**config.mk**
```make
export PLATFORM = sky130hd
export DESIGN_NAME = hkse_ctrl
export DESIGN_NICKNAME = d
export VERILOG_FILES = /design/src/rtl/hkse_pkg.sv /design/src/rtl/hkse_ctrl.sv
export SDC_FILE = /design/constraint.sdc
export NUM_CORES = 1
export LEC_CHECK = 0
export CORE_AREA = 2 2 39 41
export CTS_BUF_LIST = sky130_fd_sc_hd__clkbuf_8
export CTS_CLUSTER_SIZE = 40
export DETAILED_ROUTE_END_ITERATION = 8
export DIE_AREA = 0 0 41 43
export DONT_BUFFER_PORTS = 1
export PLACE_DENSITY = 0.41
export SYNTH_ARGS = -nofsm -noshare
export SYNTH_HDL_FRONTEND = slang
export SYNTH_SLANG_ARGS = --single-unit
```
**constraint.sdc**
```tcl
create_clock -name clk -period 1.8 [get_ports clk]
set_input_delay 0.45 -clock clk [delete_from_list [all_inputs] [get_ports clk]]
set_output_delay 0.45 -clock clk [all_outputs]
set_load 0.01 [all_outputs]
```
**src/rtl/hkse_pkg.sv**
```systemverilog
// Shared types and constants for the hashed key set engine.
// Request and response payloads, controller command and status structs.
// No dependencies.
package hkse_pkg;

	localparam logic [1:0] REQ_INSERT = 2'd0;
	localparam logic [1:0] REQ_LOOKUP = 2'd1;
	localparam logic [1:0] REQ_DELETE = 2'd2;
	localparam logic [1:0] REQ_NOP    = 2'd3;

	localparam logic [31:0] MUL_A = 32'h7feb352d;
	localparam logic [31:0] MUL_B = 32'h846ca68b;

	localparam logic [8:0] BUCKET_COUNT_RESET = 9'd256;
	localparam int DIV_STEPS = 8;
	localparam int DIV_BITS = 4;

	typedef struct packed {
		logic [1:0]         req_type;
		logic signed [31:0] key;
	} req_t;

	typedef struct packed {
		logic       status;
		logic       found;
		logic [7:0] bucket_id;
	} rsp_t;

	typedef struct packed {
		logic clear;
		logic load;
		logic hash;
		logic div_step;
		logic rd;
		logic wr;
	} cmd_t;

	typedef struct packed {
		logic clear_done;
		logic div_done;
	} stat_t;

endpackage

```
**src/rtl/hkse_ctrl.sv**
```systemverilog
// Controller state machine for the hashed key set engine.
// Drives datapath commands and both handshakes; depends on hkse_pkg.
module hkse_ctrl (
	input  logic           clk,
	input  logic           arst_n,
	input  logic           req_valid,
	output logic           req_stall,
	output logic           rsp_valid,
	input  logic           rsp_stall,
	input  hkse_pkg::stat_t stat,
	output hkse_pkg::cmd_t  cmd
);
	import hkse_pkg::*;

	typedef enum logic [5:0] {
		ST_CLEAR = 6'b000001,
		ST_IDLE  = 6'b000010,
		ST_HASH  = 6'b000100,
		ST_DIV   = 6'b001000,
		ST_READ  = 6'b010000,
		ST_WRITE = 6'b100000
	} state_t;

	state_t state_q, state_d;
	logic   rsp_valid_q;
	logic   advance;

	assign req_stall = (state_q != ST_IDLE);
	assign rsp_valid = rsp_valid_q;
	assign advance   = !rsp_valid_q || !rsp_stall;

	always_comb begin
		state_d = state_q;
		cmd = '0;
		unique case (state_q)
			ST_CLEAR: begin
				cmd.clear = 1'b1;
				if (stat.clear_done) state_d = ST_IDLE;
			end
			ST_IDLE: begin
				if (req_valid) begin
					cmd.load = 1'b1;
					state_d = ST_HASH;
				end
			end
			ST_HASH: begin
				cmd.hash = 1'b1;
				state_d = ST_DIV;
			end
			ST_DIV: begin
				cmd.div_step = 1'b1;
				if (stat.div_done) state_d = ST_READ;
			end
			ST_READ: begin
				cmd.rd = 1'b1;
				state_d = ST_WRITE;
			end
			ST_WRITE: begin
				if (advance) begin
					cmd.wr = 1'b1;
					state_d = ST_IDLE;
				end
			end
			default: state_d = ST_CLEAR;
		endcase
	end

	always_ff @(posedge clk or negedge arst_n) begin
		if (!arst_n) begin
			state_q <= ST_CLEAR;
			rsp_valid_q <= 1'b0;
		end else begin
			state_q <= state_d;
			if (cmd.wr) rsp_valid_q <= 1'b1;
			else if (!rsp_stall) rsp_valid_q <= 1'b0;
		end
	end

endmodule

```
==> results.sh, run 1 <==
export IMPL_status="finished, violations left"
export IMPL_violations="setup timing"
export IMPL_synth_compound_area_share_pct=7.92
export IMPL_cts_clk_slew_worst_paths_ps=40
export IMPL_synth_cell_types=24
export IMPL_cp_data_arrival_time_ps=1620
export IMPL_crit_fanout=2
export IMPL_fmax_ghz=0.483
export IMPL_p_leak_nw=0.261
export IMPL_drt_wl_total_microns=1140
export IMPL_setup_violations_final=6
export IMPL_critPathRequiredTime_ps=1350
export IMPL_design_core_area_sq_um=1380
export IMPL_yosys_top_cells_area="dfrtp_1, dfstp_2, nor2_1"
export IMPL_postRouteAntennaNets=0
export IMPL_io_buffers=0
export IMPL_synthXorXnorAreaFrac_pct=2.31
export IMPL_synth_top_cells_by_count="dfrtp_1, nor2_1, nand2_1"
export IMPL_diodes=0
export IMPL_regArea_sq_um=178
export IMPL_totalNegativeSetupSlack_ps=-673
export IMPL_synth_fa_ha_area_share_pct=0
export IMPL_worstSetupStartpointType="flop"
export IMPL_drt_first_pass_iters=4
export IMPL_cts_sinks=7
export IMPL_wl_per_cell_microns=16.2
export IMPL_slew_headroom_pct=73.5
export IMPL_power_mw=0.762
export IMPL_dp_hpwl_microns=757
export IMPL_synth_ff_type="dfrtp_1"
export IMPL_tightest_slew_ps=398
export IMPL_drc_errors=0
export IMPL_period_minus_slack_ps=2070
export IMPL_ys_seq_area_share_pct=46.5
export IMPL_die_x_microns=41
export IMPL_synth_area_sq_um=379
export IMPL_fin_hold_ws_ps=60.3
export IMPL_maxSlewViolCount=0
export IMPL_crit_type="reg2out"
export IMPL_synth_top_family_by_area="simple AND/OR/NAND/NOR gates"
export IMPL_vias=370
export IMPL_drtIter0Drc=5
export IMPL_antenna_found_initial=0
export IMPL_grt_first_pass_wirelength_microns=1690
export IMPL_cts_root_buf="clkbuf_8"
export IMPL_synthCells=40
export IMPL_grt_max_degree=9
export IMPL_cap_violations=0
export IMPL_htreeDepth=1
export IMPL_reg2reg_from="state_q[1]"
export IMPL_rsz0062_at_grt="true"
export IMPL_viasPerCell=5.29
export IMPL_die_area_sq_um=1760
export IMPL_place_congestion=0.722
export IMPL_synthArstFlopShare_pct=100
export IMPL_crit_path_start="state_q[1]"
export IMPL_fp_dieH_microns=43
export IMPL_synth_top_area_cell="dfrtp_1"
export IMPL_grt_pass1_vias=395
export IMPL_rows=14
export IMPL_min_path_type="in2async"
export IMPL_clock_path_buffers=2
export IMPL_cts_buffers=3
export IMPL_ys_ff_latch=7
export IMPL_yosysMostFrequentCell="dfrtp_1"
export IMPL_timing_final_ws_setup_ps=-271
export IMPL_worstSkewPairLatency_ps=230
export IMPL_final_area_sq_um=578
export IMPL_area_delta_synth_final_pct=52.5
export IMPL_reg2reg_depth=4
export IMPL_tritoncts="built"
export IMPL_cellPowerDensity_nw_per_um2=1320
export IMPL_start_util_pct=27.4
export IMPL_n_fill_cell=145
export IMPL_grt_overflow=0
export IMPL_min_period_over_period_pct=115
export IMPL_synth_edff_count=0
export IMPL_synth_simple_area_share_pct=40.3
export IMPL_yosysWarnings=0
export IMPL_io_pins=14
export IMPL_drive_gt1_share_pct=46.3
export IMPL_end_kind="output port"
export IMPL_finClkSkew_ps=1.83
export IMPL_hold_violations=0
export IMPL_track_usage_pct=14.9
export IMPL_vdd_drop_max_uv=420
export IMPL_avgSynthCellArea_sq_um=9.48
export IMPL_pre_cts_ws_ps=-26.7
export IMPL_synth_fp_nets=46
export IMPL_netlist_area_leader_share_pct=39.6
export IMPL_post_dp_cell_area_sq_um=452
export IMPL_multiInputGateArea_sq_um=243
export IMPL_layout_nets=61
export IMPL_synthMuxAreaShare_pct=0
==> path summary, 6_finish.rpt <==
check | end | slack, ps
setup / recovery | cmd[2] | -270
hold / removal | state_q[0] | 60
setup reg to reg | state_q[4] | 230
hold reg to reg | rsp_valid | 580
max in group asynchronous | state_q[3] | 990
min in group clk | state_q[4] | 350
==> critical path, cell delays in order (launching register included) <==
cell,delay (ps)
dfrtp_1,370
or4_4,540
or3b_4,390
inv_2,80
==> layout make-up <==
cell class / instances / share of cell area [%]
multi-input combinational: 30 / 42.0
timing repair buffer: 10 / 14.1
sequential: 7 / 30.7
clock buffer: 3 / 7.14
clock inverter: 1 / 0.649
tap: 16 / 3.46
inverter: 3 / 1.95
==> cell families after synthesis <==
family                    count (synthesis)
AOI/OAI and AO/OA                         5
DFF                                       7
and+or+nand+nor                          24
xor gates and xnor gates                  1
buffers and inverters                     3
==> layout by cell type (no fill, tap or decap) <==
| cell type | n |
|---|---|
| a21oi_1 | 2 |
| and2_1 | 1 |
| and3b_2 | 1 |
| and4_1 | 1 |
| buf_4 | 8 |
| buf_6 | 1 |
| clkbuf_8 | 3 |
| dfrtp_1 | 5 |
| dfrtp_2 | 1 |
| dfstp_2 | 1 |
| dlygate4sd3_1 | 1 |
| inv_1 | 3 |
| inv_2 | 1 |
| nand2_1 | 3 |
| nand2b_1 | 2 |
| nand3_1 | 2 |
| nand3b_1 | 1 |
| nand4b_1 | 1 |
| nor2_1 | 1 |
| nor2_2 | 1 |
| nor2_4 | 2 |
| nor2b_1 | 1 |
| nor3_1 | 1 |
| nor4_4 | 2 |
| o211ai_1 | 2 |
| o21ai_0 | 1 |
| or3b_2 | 1 |
| or3b_4 | 1 |
| or4_4 | 2 |
| xor2_1 | 1 |
==> through the flow <==
stage	utilization (%)	instances
after floorplan	-	40
after global placement	32.6	63
after detailed placement	32.6	63
after CTS	40.6	69
after global routing	41.8	70
final	41.8	70
==> sequential cells by signal, summed over array words and instances, names as in the netlist <==
| register | flops |
|---|---|
| state_q | 6 |
| rsp_valid | 1 |
==> where the power goes <==
part           internal [mW]  leakage (nW)  switching, mW
Sequential             0.190        0.0914         0.0261
Combinational          0.174         0.142          0.150
Clock                  0.148        0.0269         0.0736
Total                  0.512         0.261          0.250
==> routing by layer <==
layer | track usage, % | part of all wire, %
met5 | 0 | 0
met4 | 10.0 | 2.5
met3 | 4.71 | 6.8
met2 | 22.5 | 53
met1 | 16.9 | 38
==> what timing repair did <==
item,4_1_cts,5_1_grt
hold buffers,1,0
pin swaps,3,2
resized for setup,11,2
hold endpoints to repair,6,0
setup buffers,1,2
endpoints found under the setup margin,7,7
No activity file was read; power rests on OpenSTA's default activity.
==> inputs of run 2 (changes only) <==
==> constraint.sdc (replaced) <==
create_clock -name clk -period 1.8 [get_ports clk]
set_input_delay 0.36 -clock clk [delete_from_list [all_inputs] [get_ports clk]]
set_output_delay 0.36 -clock clk [all_outputs]
set_load 0.01 [all_outputs]
==> results.sh, run 2 (synthesized netlist as in run 1, its figures left out) <==
export IMPL_status="finished, violations left"
export IMPL_violations="setup timing"
export IMPL_crit_type="reg2out"
export IMPL_fmax_ghz=0.506
export IMPL_grt_first_pass_wirelength_microns=1680
export IMPL_io_buffers=0
export IMPL_timing_final_ws_setup_ps=-176
export IMPL_drt_wl_total_microns=978
export IMPL_internal_power_mw=0.474
export IMPL_p_sw_mw=0.214
export IMPL_timing_rr_end="state_q[0]"
export IMPL_postRouteAntennaNets=0
export IMPL_end_kind="output port"
export IMPL_min_path_type="in2reg"
export IMPL_io_pins=14
export IMPL_cellPowerDensity_nw_per_um2=1240
export IMPL_hold_violations=0
export IMPL_grt_max_degree=9
export IMPL_cp_data_arrival_time_ps=1620
export IMPL_reg2reg_depth=3
export IMPL_cts_clk_slew_worst_paths_ps=40
export IMPL_layout_nets=59
export IMPL_reg2reg_from="state_q[1]"
export IMPL_drc_errors=0
export IMPL_die_x_microns=41
export IMPL_power_mw=0.688
export IMPL_start_util_pct=27.4
export IMPL_grt_pass1_vias=394
export IMPL_htreeDepth=1
export IMPL_p_sw_share_pct=31.1
export IMPL_p_clk_share_pct=31.4
export IMPL_cts_sinks=7
export IMPL_die_area_sq_um=1760
export IMPL_dp_cells=61
export IMPL_period_minus_slack_ps=1980
export IMPL_rsz0062_at_grt="true"
export IMPL_tightest_slew_ps=350
export IMPL_track_usage_pct=14.7
export IMPL_area_delta_synth_final_pct=45.9
export IMPL_place_congestion=0.736
export IMPL_diodes=0
export IMPL_vias=348
export IMPL_clock_path_buffers=2
export IMPL_vdd_drop_max_uv=457
export IMPL_crit_fanout=3
export IMPL_drt_first_pass_iters=3
export IMPL_layout_common_cells="buf_4, dfrtp_1, nand2_1, inv_1, clkbuf_8"
export IMPL_largest_register="state_q"
export IMPL_fp_dieH_microns=43
export IMPL_critPathRequiredTime_ps=1440
export IMPL_wl_per_cell_microns=14.4
export IMPL_antenna_found_initial=0
export IMPL_min_period_over_period_pct=110
export IMPL_tritoncts="built"
export IMPL_largest_register_ffs=6
export IMPL_design_core_area_sq_um=1380
export IMPL_grt_overflow=0
export IMPL_rows=14
export IMPL_fin_hold_ws_ps=256
export IMPL_viasPerCell=5.12
export IMPL_drive_gt1_share_pct=42.3
export IMPL_holdPathStages=1
export IMPL_final_cells=68
export IMPL_slew_headroom_pct=76.6
export IMPL_hp_start="req_valid"
export IMPL_cts_buffers=3
export IMPL_worstHoldEndpoint="state_q[1]"
export IMPL_r2r_slack_ps=210
export IMPL_maxSlewViolCount=0
export IMPL_cap_violations=0
export IMPL_cts_root_buf="clkbuf_8"
export IMPL_p_leak_nw=0.252
export IMPL_setup_violations_final=1
export IMPL_totalNegativeSetupSlack_ps=-176
export IMPL_worstSkewPairLatency_ps=230
export IMPL_power_frac_seq_pct=31.3
export IMPL_drtIter0Drc=3
export IMPL_worstSetupStartpointType="flop"
export IMPL_power_frac_comb_pct=37.3
export IMPL_finClkSkew_ps=2.05
[run 2: cell count changes in the layout (fill, tap and decap cells not counted), sizes merged]
cell and delta:
buf -2
[run 2: per-layer routing]
layer  wire length, microns  GRT usage, %  part of all wire (%)  vias to the layer above
li1                       -             -                     -                      167
met3                     83          5.76                   8.5                        2
met1                    376          18.2                    38                      168
met2                    510          20.9                    52                       11
met4                      6          8.00                  0.61                        0
met5                      0             0                     0                        -
[run 2: area by class of cell]
class                      count  area [sq um]
timing repair buffer           8          70.1
fill                         145           831
clock inverter                 1          3.75
multi-input combinational     30           226
tap                           16          20.0
inverter                       3          13.8
sequential                     7           178
clock buffer                   3          41.3
[run 2: power groups by stage]
stage                     Clock, mW  Sequential, mW  Combinational, mW
after floorplan                   0           0.223              0.126
after global placement            0           0.221              0.187
after detailed placement          0           0.223              0.184
after CTS                     0.222           0.214              0.243
after global routing          0.240           0.219              0.280
final                         0.216           0.216              0.257
[run 2: worst max-delay path by stage]
stage | startpoint | end | cells after the start
floorplan | state_q[1] | cmd[2] | 3
global placement | state_q[1] | cmd[2] | 3
detailed placement | state_q[1] | cmd[2] | 3
CTS | state_q[1] | cmd[2] | 3
global route | state_q[1] | cmd[2] | 3
finish | state_q[1] | cmd[2] | 3
[run 2: through the flow]
stage	setup slack (ps)	cell area [sq um]	util, %
after floorplan	36.2	379	-
after global placement	-0.294	437	31.6
after detailed placement	-18.1	437	31.6
after CTS	-185	548	39.6
after global routing	-215	553	40.0
final	-176	553	40.0
[run 2: what timing repair did]
| item | CTS | global route |
|---|---|---|
| resized for setup | 8 | 4 |
| endpoints found under the setup margin | 4 | 5 |
| setup buffers | 3 | 0 |
| hold buffers | 1 | 0 |
| pin swaps | 4 | 1 |
| hold endpoints to repair | 7 | 0 |
[run 2: worst max-delay path: stages (launching register included)]
cell     delay [ps]
dfrtp_1         380
or4_4           530
or3b_4          410
inv_4            70
==> inputs of run 3 (changes only) <==
- CORE_AREA: 2 2 39 41 -> 5 5 42 44
- CTS_BUF_LIST: sky130_fd_sc_hd__clkbuf_8 -> default
- DIE_AREA: 0 0 41 43 -> 0 0 47 49
==> results.sh, run 3 (synthesized netlist as in run 1, its figures left out) <==
export IMPL_worst_path_buf_inv=1
export IMPL_drive_gt1_share_pct=45.3
export IMPL_path_cells="or4_4 > or3b_4 > inv_4"
export IMPL_io_buffers=0
export IMPL_violations="setup timing"
export IMPL_timing_final_ws_setup_ps=-210
export IMPL_place_congestion=0.796
export IMPL_min_period_over_period_pct=112
export IMPL_totalNegativeSetupSlack_ps=-353
export IMPL_drc_errors=0
export IMPL_crit_fanout=3
export IMPL_area_delta_synth_final_pct=47.5
export IMPL_setup_violations_final=2
export IMPL_io_pins=14
export IMPL_drt_first_pass_iters=2
export IMPL_largest_register="state_q"
export IMPL_layout_common_cells="buf_4, dfrtp_1, nand2_1, clkbuf_4, buf_6"
export IMPL_worstSkewPairLatency_ps=250
export IMPL_p_sw_share_pct=33.3
export IMPL_grt_first_pass_wirelength_microns=1750
export IMPL_track_usage_pct=10.5
export IMPL_pre_cts_ws_ps=33.6
export IMPL_fin_hold_ws_ps=245
export IMPL_slowest_delay_ps=530
export IMPL_drtIter0Drc=4
export IMPL_clock_path_buffers=2
export IMPL_cellPowerDensity_nw_per_um2=1170
export IMPL_met3_usage_pct=4.43
export IMPL_dp_cells=62
export IMPL_power_frac_comb_pct=45.3
export IMPL_vias=359
export IMPL_post_dp_cell_area_sq_um=444
export IMPL_maxSlewViolCount=0
export IMPL_fp_dieH_microns=49
export IMPL_gr_usage_met2_pct=14.9
export IMPL_grt_busiest_layer="met2"
export IMPL_n_fill_cell=157
export IMPL_finalCoreUtilization_pct=39.9
export IMPL_grt_pass1_vias=416
export IMPL_r2r_slack_ps=210
export IMPL_cts_buffers=3
export IMPL_finClkSkew_ps=4.25
export IMPL_layout_nets=60
export IMPL_htreeDepth=1
export IMPL_fmax_ghz=0.498
export IMPL_drt_wl_total_microns=1050
export IMPL_postRouteAntennaNets=0
export IMPL_p_clk_share_pct=21.3
export IMPL_internal_power_mw=0.436
export IMPL_p_leak_nw=0.247
export IMPL_hold_violations=0
export IMPL_vdd_drop_max_uv=377
export IMPL_status="finished, violations left"
export IMPL_slew_headroom_pct=76.0
export IMPL_crit_type="reg2out"
export IMPL_grt_overflow=0
export IMPL_cp_data_arrival_time_ps=1650
export IMPL_die_area_sq_um=2300
export IMPL_worstSetupStartpointType="flop"
export IMPL_use_met1_pct=12.8
export IMPL_min_path_type="in2reg"
export IMPL_start_util_pct=27.1
export IMPL_end_kind="output port"
export IMPL_cap_violations=0
export IMPL_tritoncts="built"
export IMPL_critPathTopFamily="simple AND/OR/NAND/NOR gates"
export IMPL_period_minus_slack_ps=2010
export IMPL_final_area_sq_um=559
export IMPL_die_x_microns=47
export IMPL_cts_clk_slew_worst_paths_ps=50
export IMPL_cts_root_buf="clkbuf_4"
export IMPL_crit_slowest_cell="or4_4"
export IMPL_diodes=0
export IMPL_wl_per_cell_microns=15.2
export IMPL_p_sw_mw=0.218
export IMPL_rsz0062_at_grt="true"
export IMPL_rows=14
export IMPL_final_cells=69
export IMPL_power_mw=0.654
export IMPL_grt_max_degree=9
export IMPL_tightest_slew_ps=360
export IMPL_power_frac_seq_pct=33.4
export IMPL_dp_hpwl_microns=754
export IMPL_largest_register_ffs=6
export IMPL_antenna_found_initial=0
export IMPL_design_core_area_sq_um=1400
export IMPL_cts_sinks=7
export IMPL_viasPerCell=5.20
export IMPL_critPathRequiredTime_ps=1440
## run 3: worst reg2reg max path, stage by stage, from the launching register on
cell and delay (ps):
dfrtp_1 380, or4_4 530, or3b_4 410, and4_1 200
## run 3: power by group through the flow
| stage | registers (mW) | logic (mW) | clock network, mW |
|---|---|---|---|
| 6_report | 0.218 | 0.296 | 0.139 |
| 5_1_grt | 0.222 | 0.324 | 0.155 |
| 4_1_cts | 0.214 | 0.252 | 0.144 |
| 3_5_place_dp | 0.214 | 0.216 | 0 |
| 3_3_place_gp | 0.210 | 0.213 | 0 |
| 2_1_floorplan | 0.223 | 0.126 | 0 |
## run 3: per-layer routing
layer / share of wire (%) / wire [microns] / up-vias
li1: - / - / 168
met1: 40 / 417 / 177
met2: 50 / 527 / 10
met3: 7.1 / 75 / 4
met4: 2.8 / 29 / 0
met5: 0 / 0 / -
## run 3: repair_timing
item,CTS,global route
pin swaps,3,2
gates resized for setup,7,7
endpoints found under the setup margin,6,6
setup buffers,0,2
hold buffers,1,0
hold endpoints to repair,7,0
## run 3: cell type report
class | count | area [sq um] | area share (%)
Clock buffer | 4 | 26.3 | 4.70
Inverter | 3 | 13.8 | 2.46
Multi-Input combinational cell | 30 | 240 | 43.0
Timing Repair Buffer | 9 | 81.3 | 14.5
Tap cell | 16 | 20.0 | 3.58
Sequential cell | 7 | 178 | 31.8
## run 3: worst paths after layout
kind                             from          to  depth (start not counted)
min reg2reg                state_q[1]  state_q[3]                          2
min                           stat[0]  state_q[4]                          1
max reg2reg                state_q[1]  state_q[0]                          3
max                        state_q[1]      cmd[2]                          3
max in group asynchronous      arst_n  state_q[0]                          1
min in group asynchronous      arst_n   rsp_valid                          1
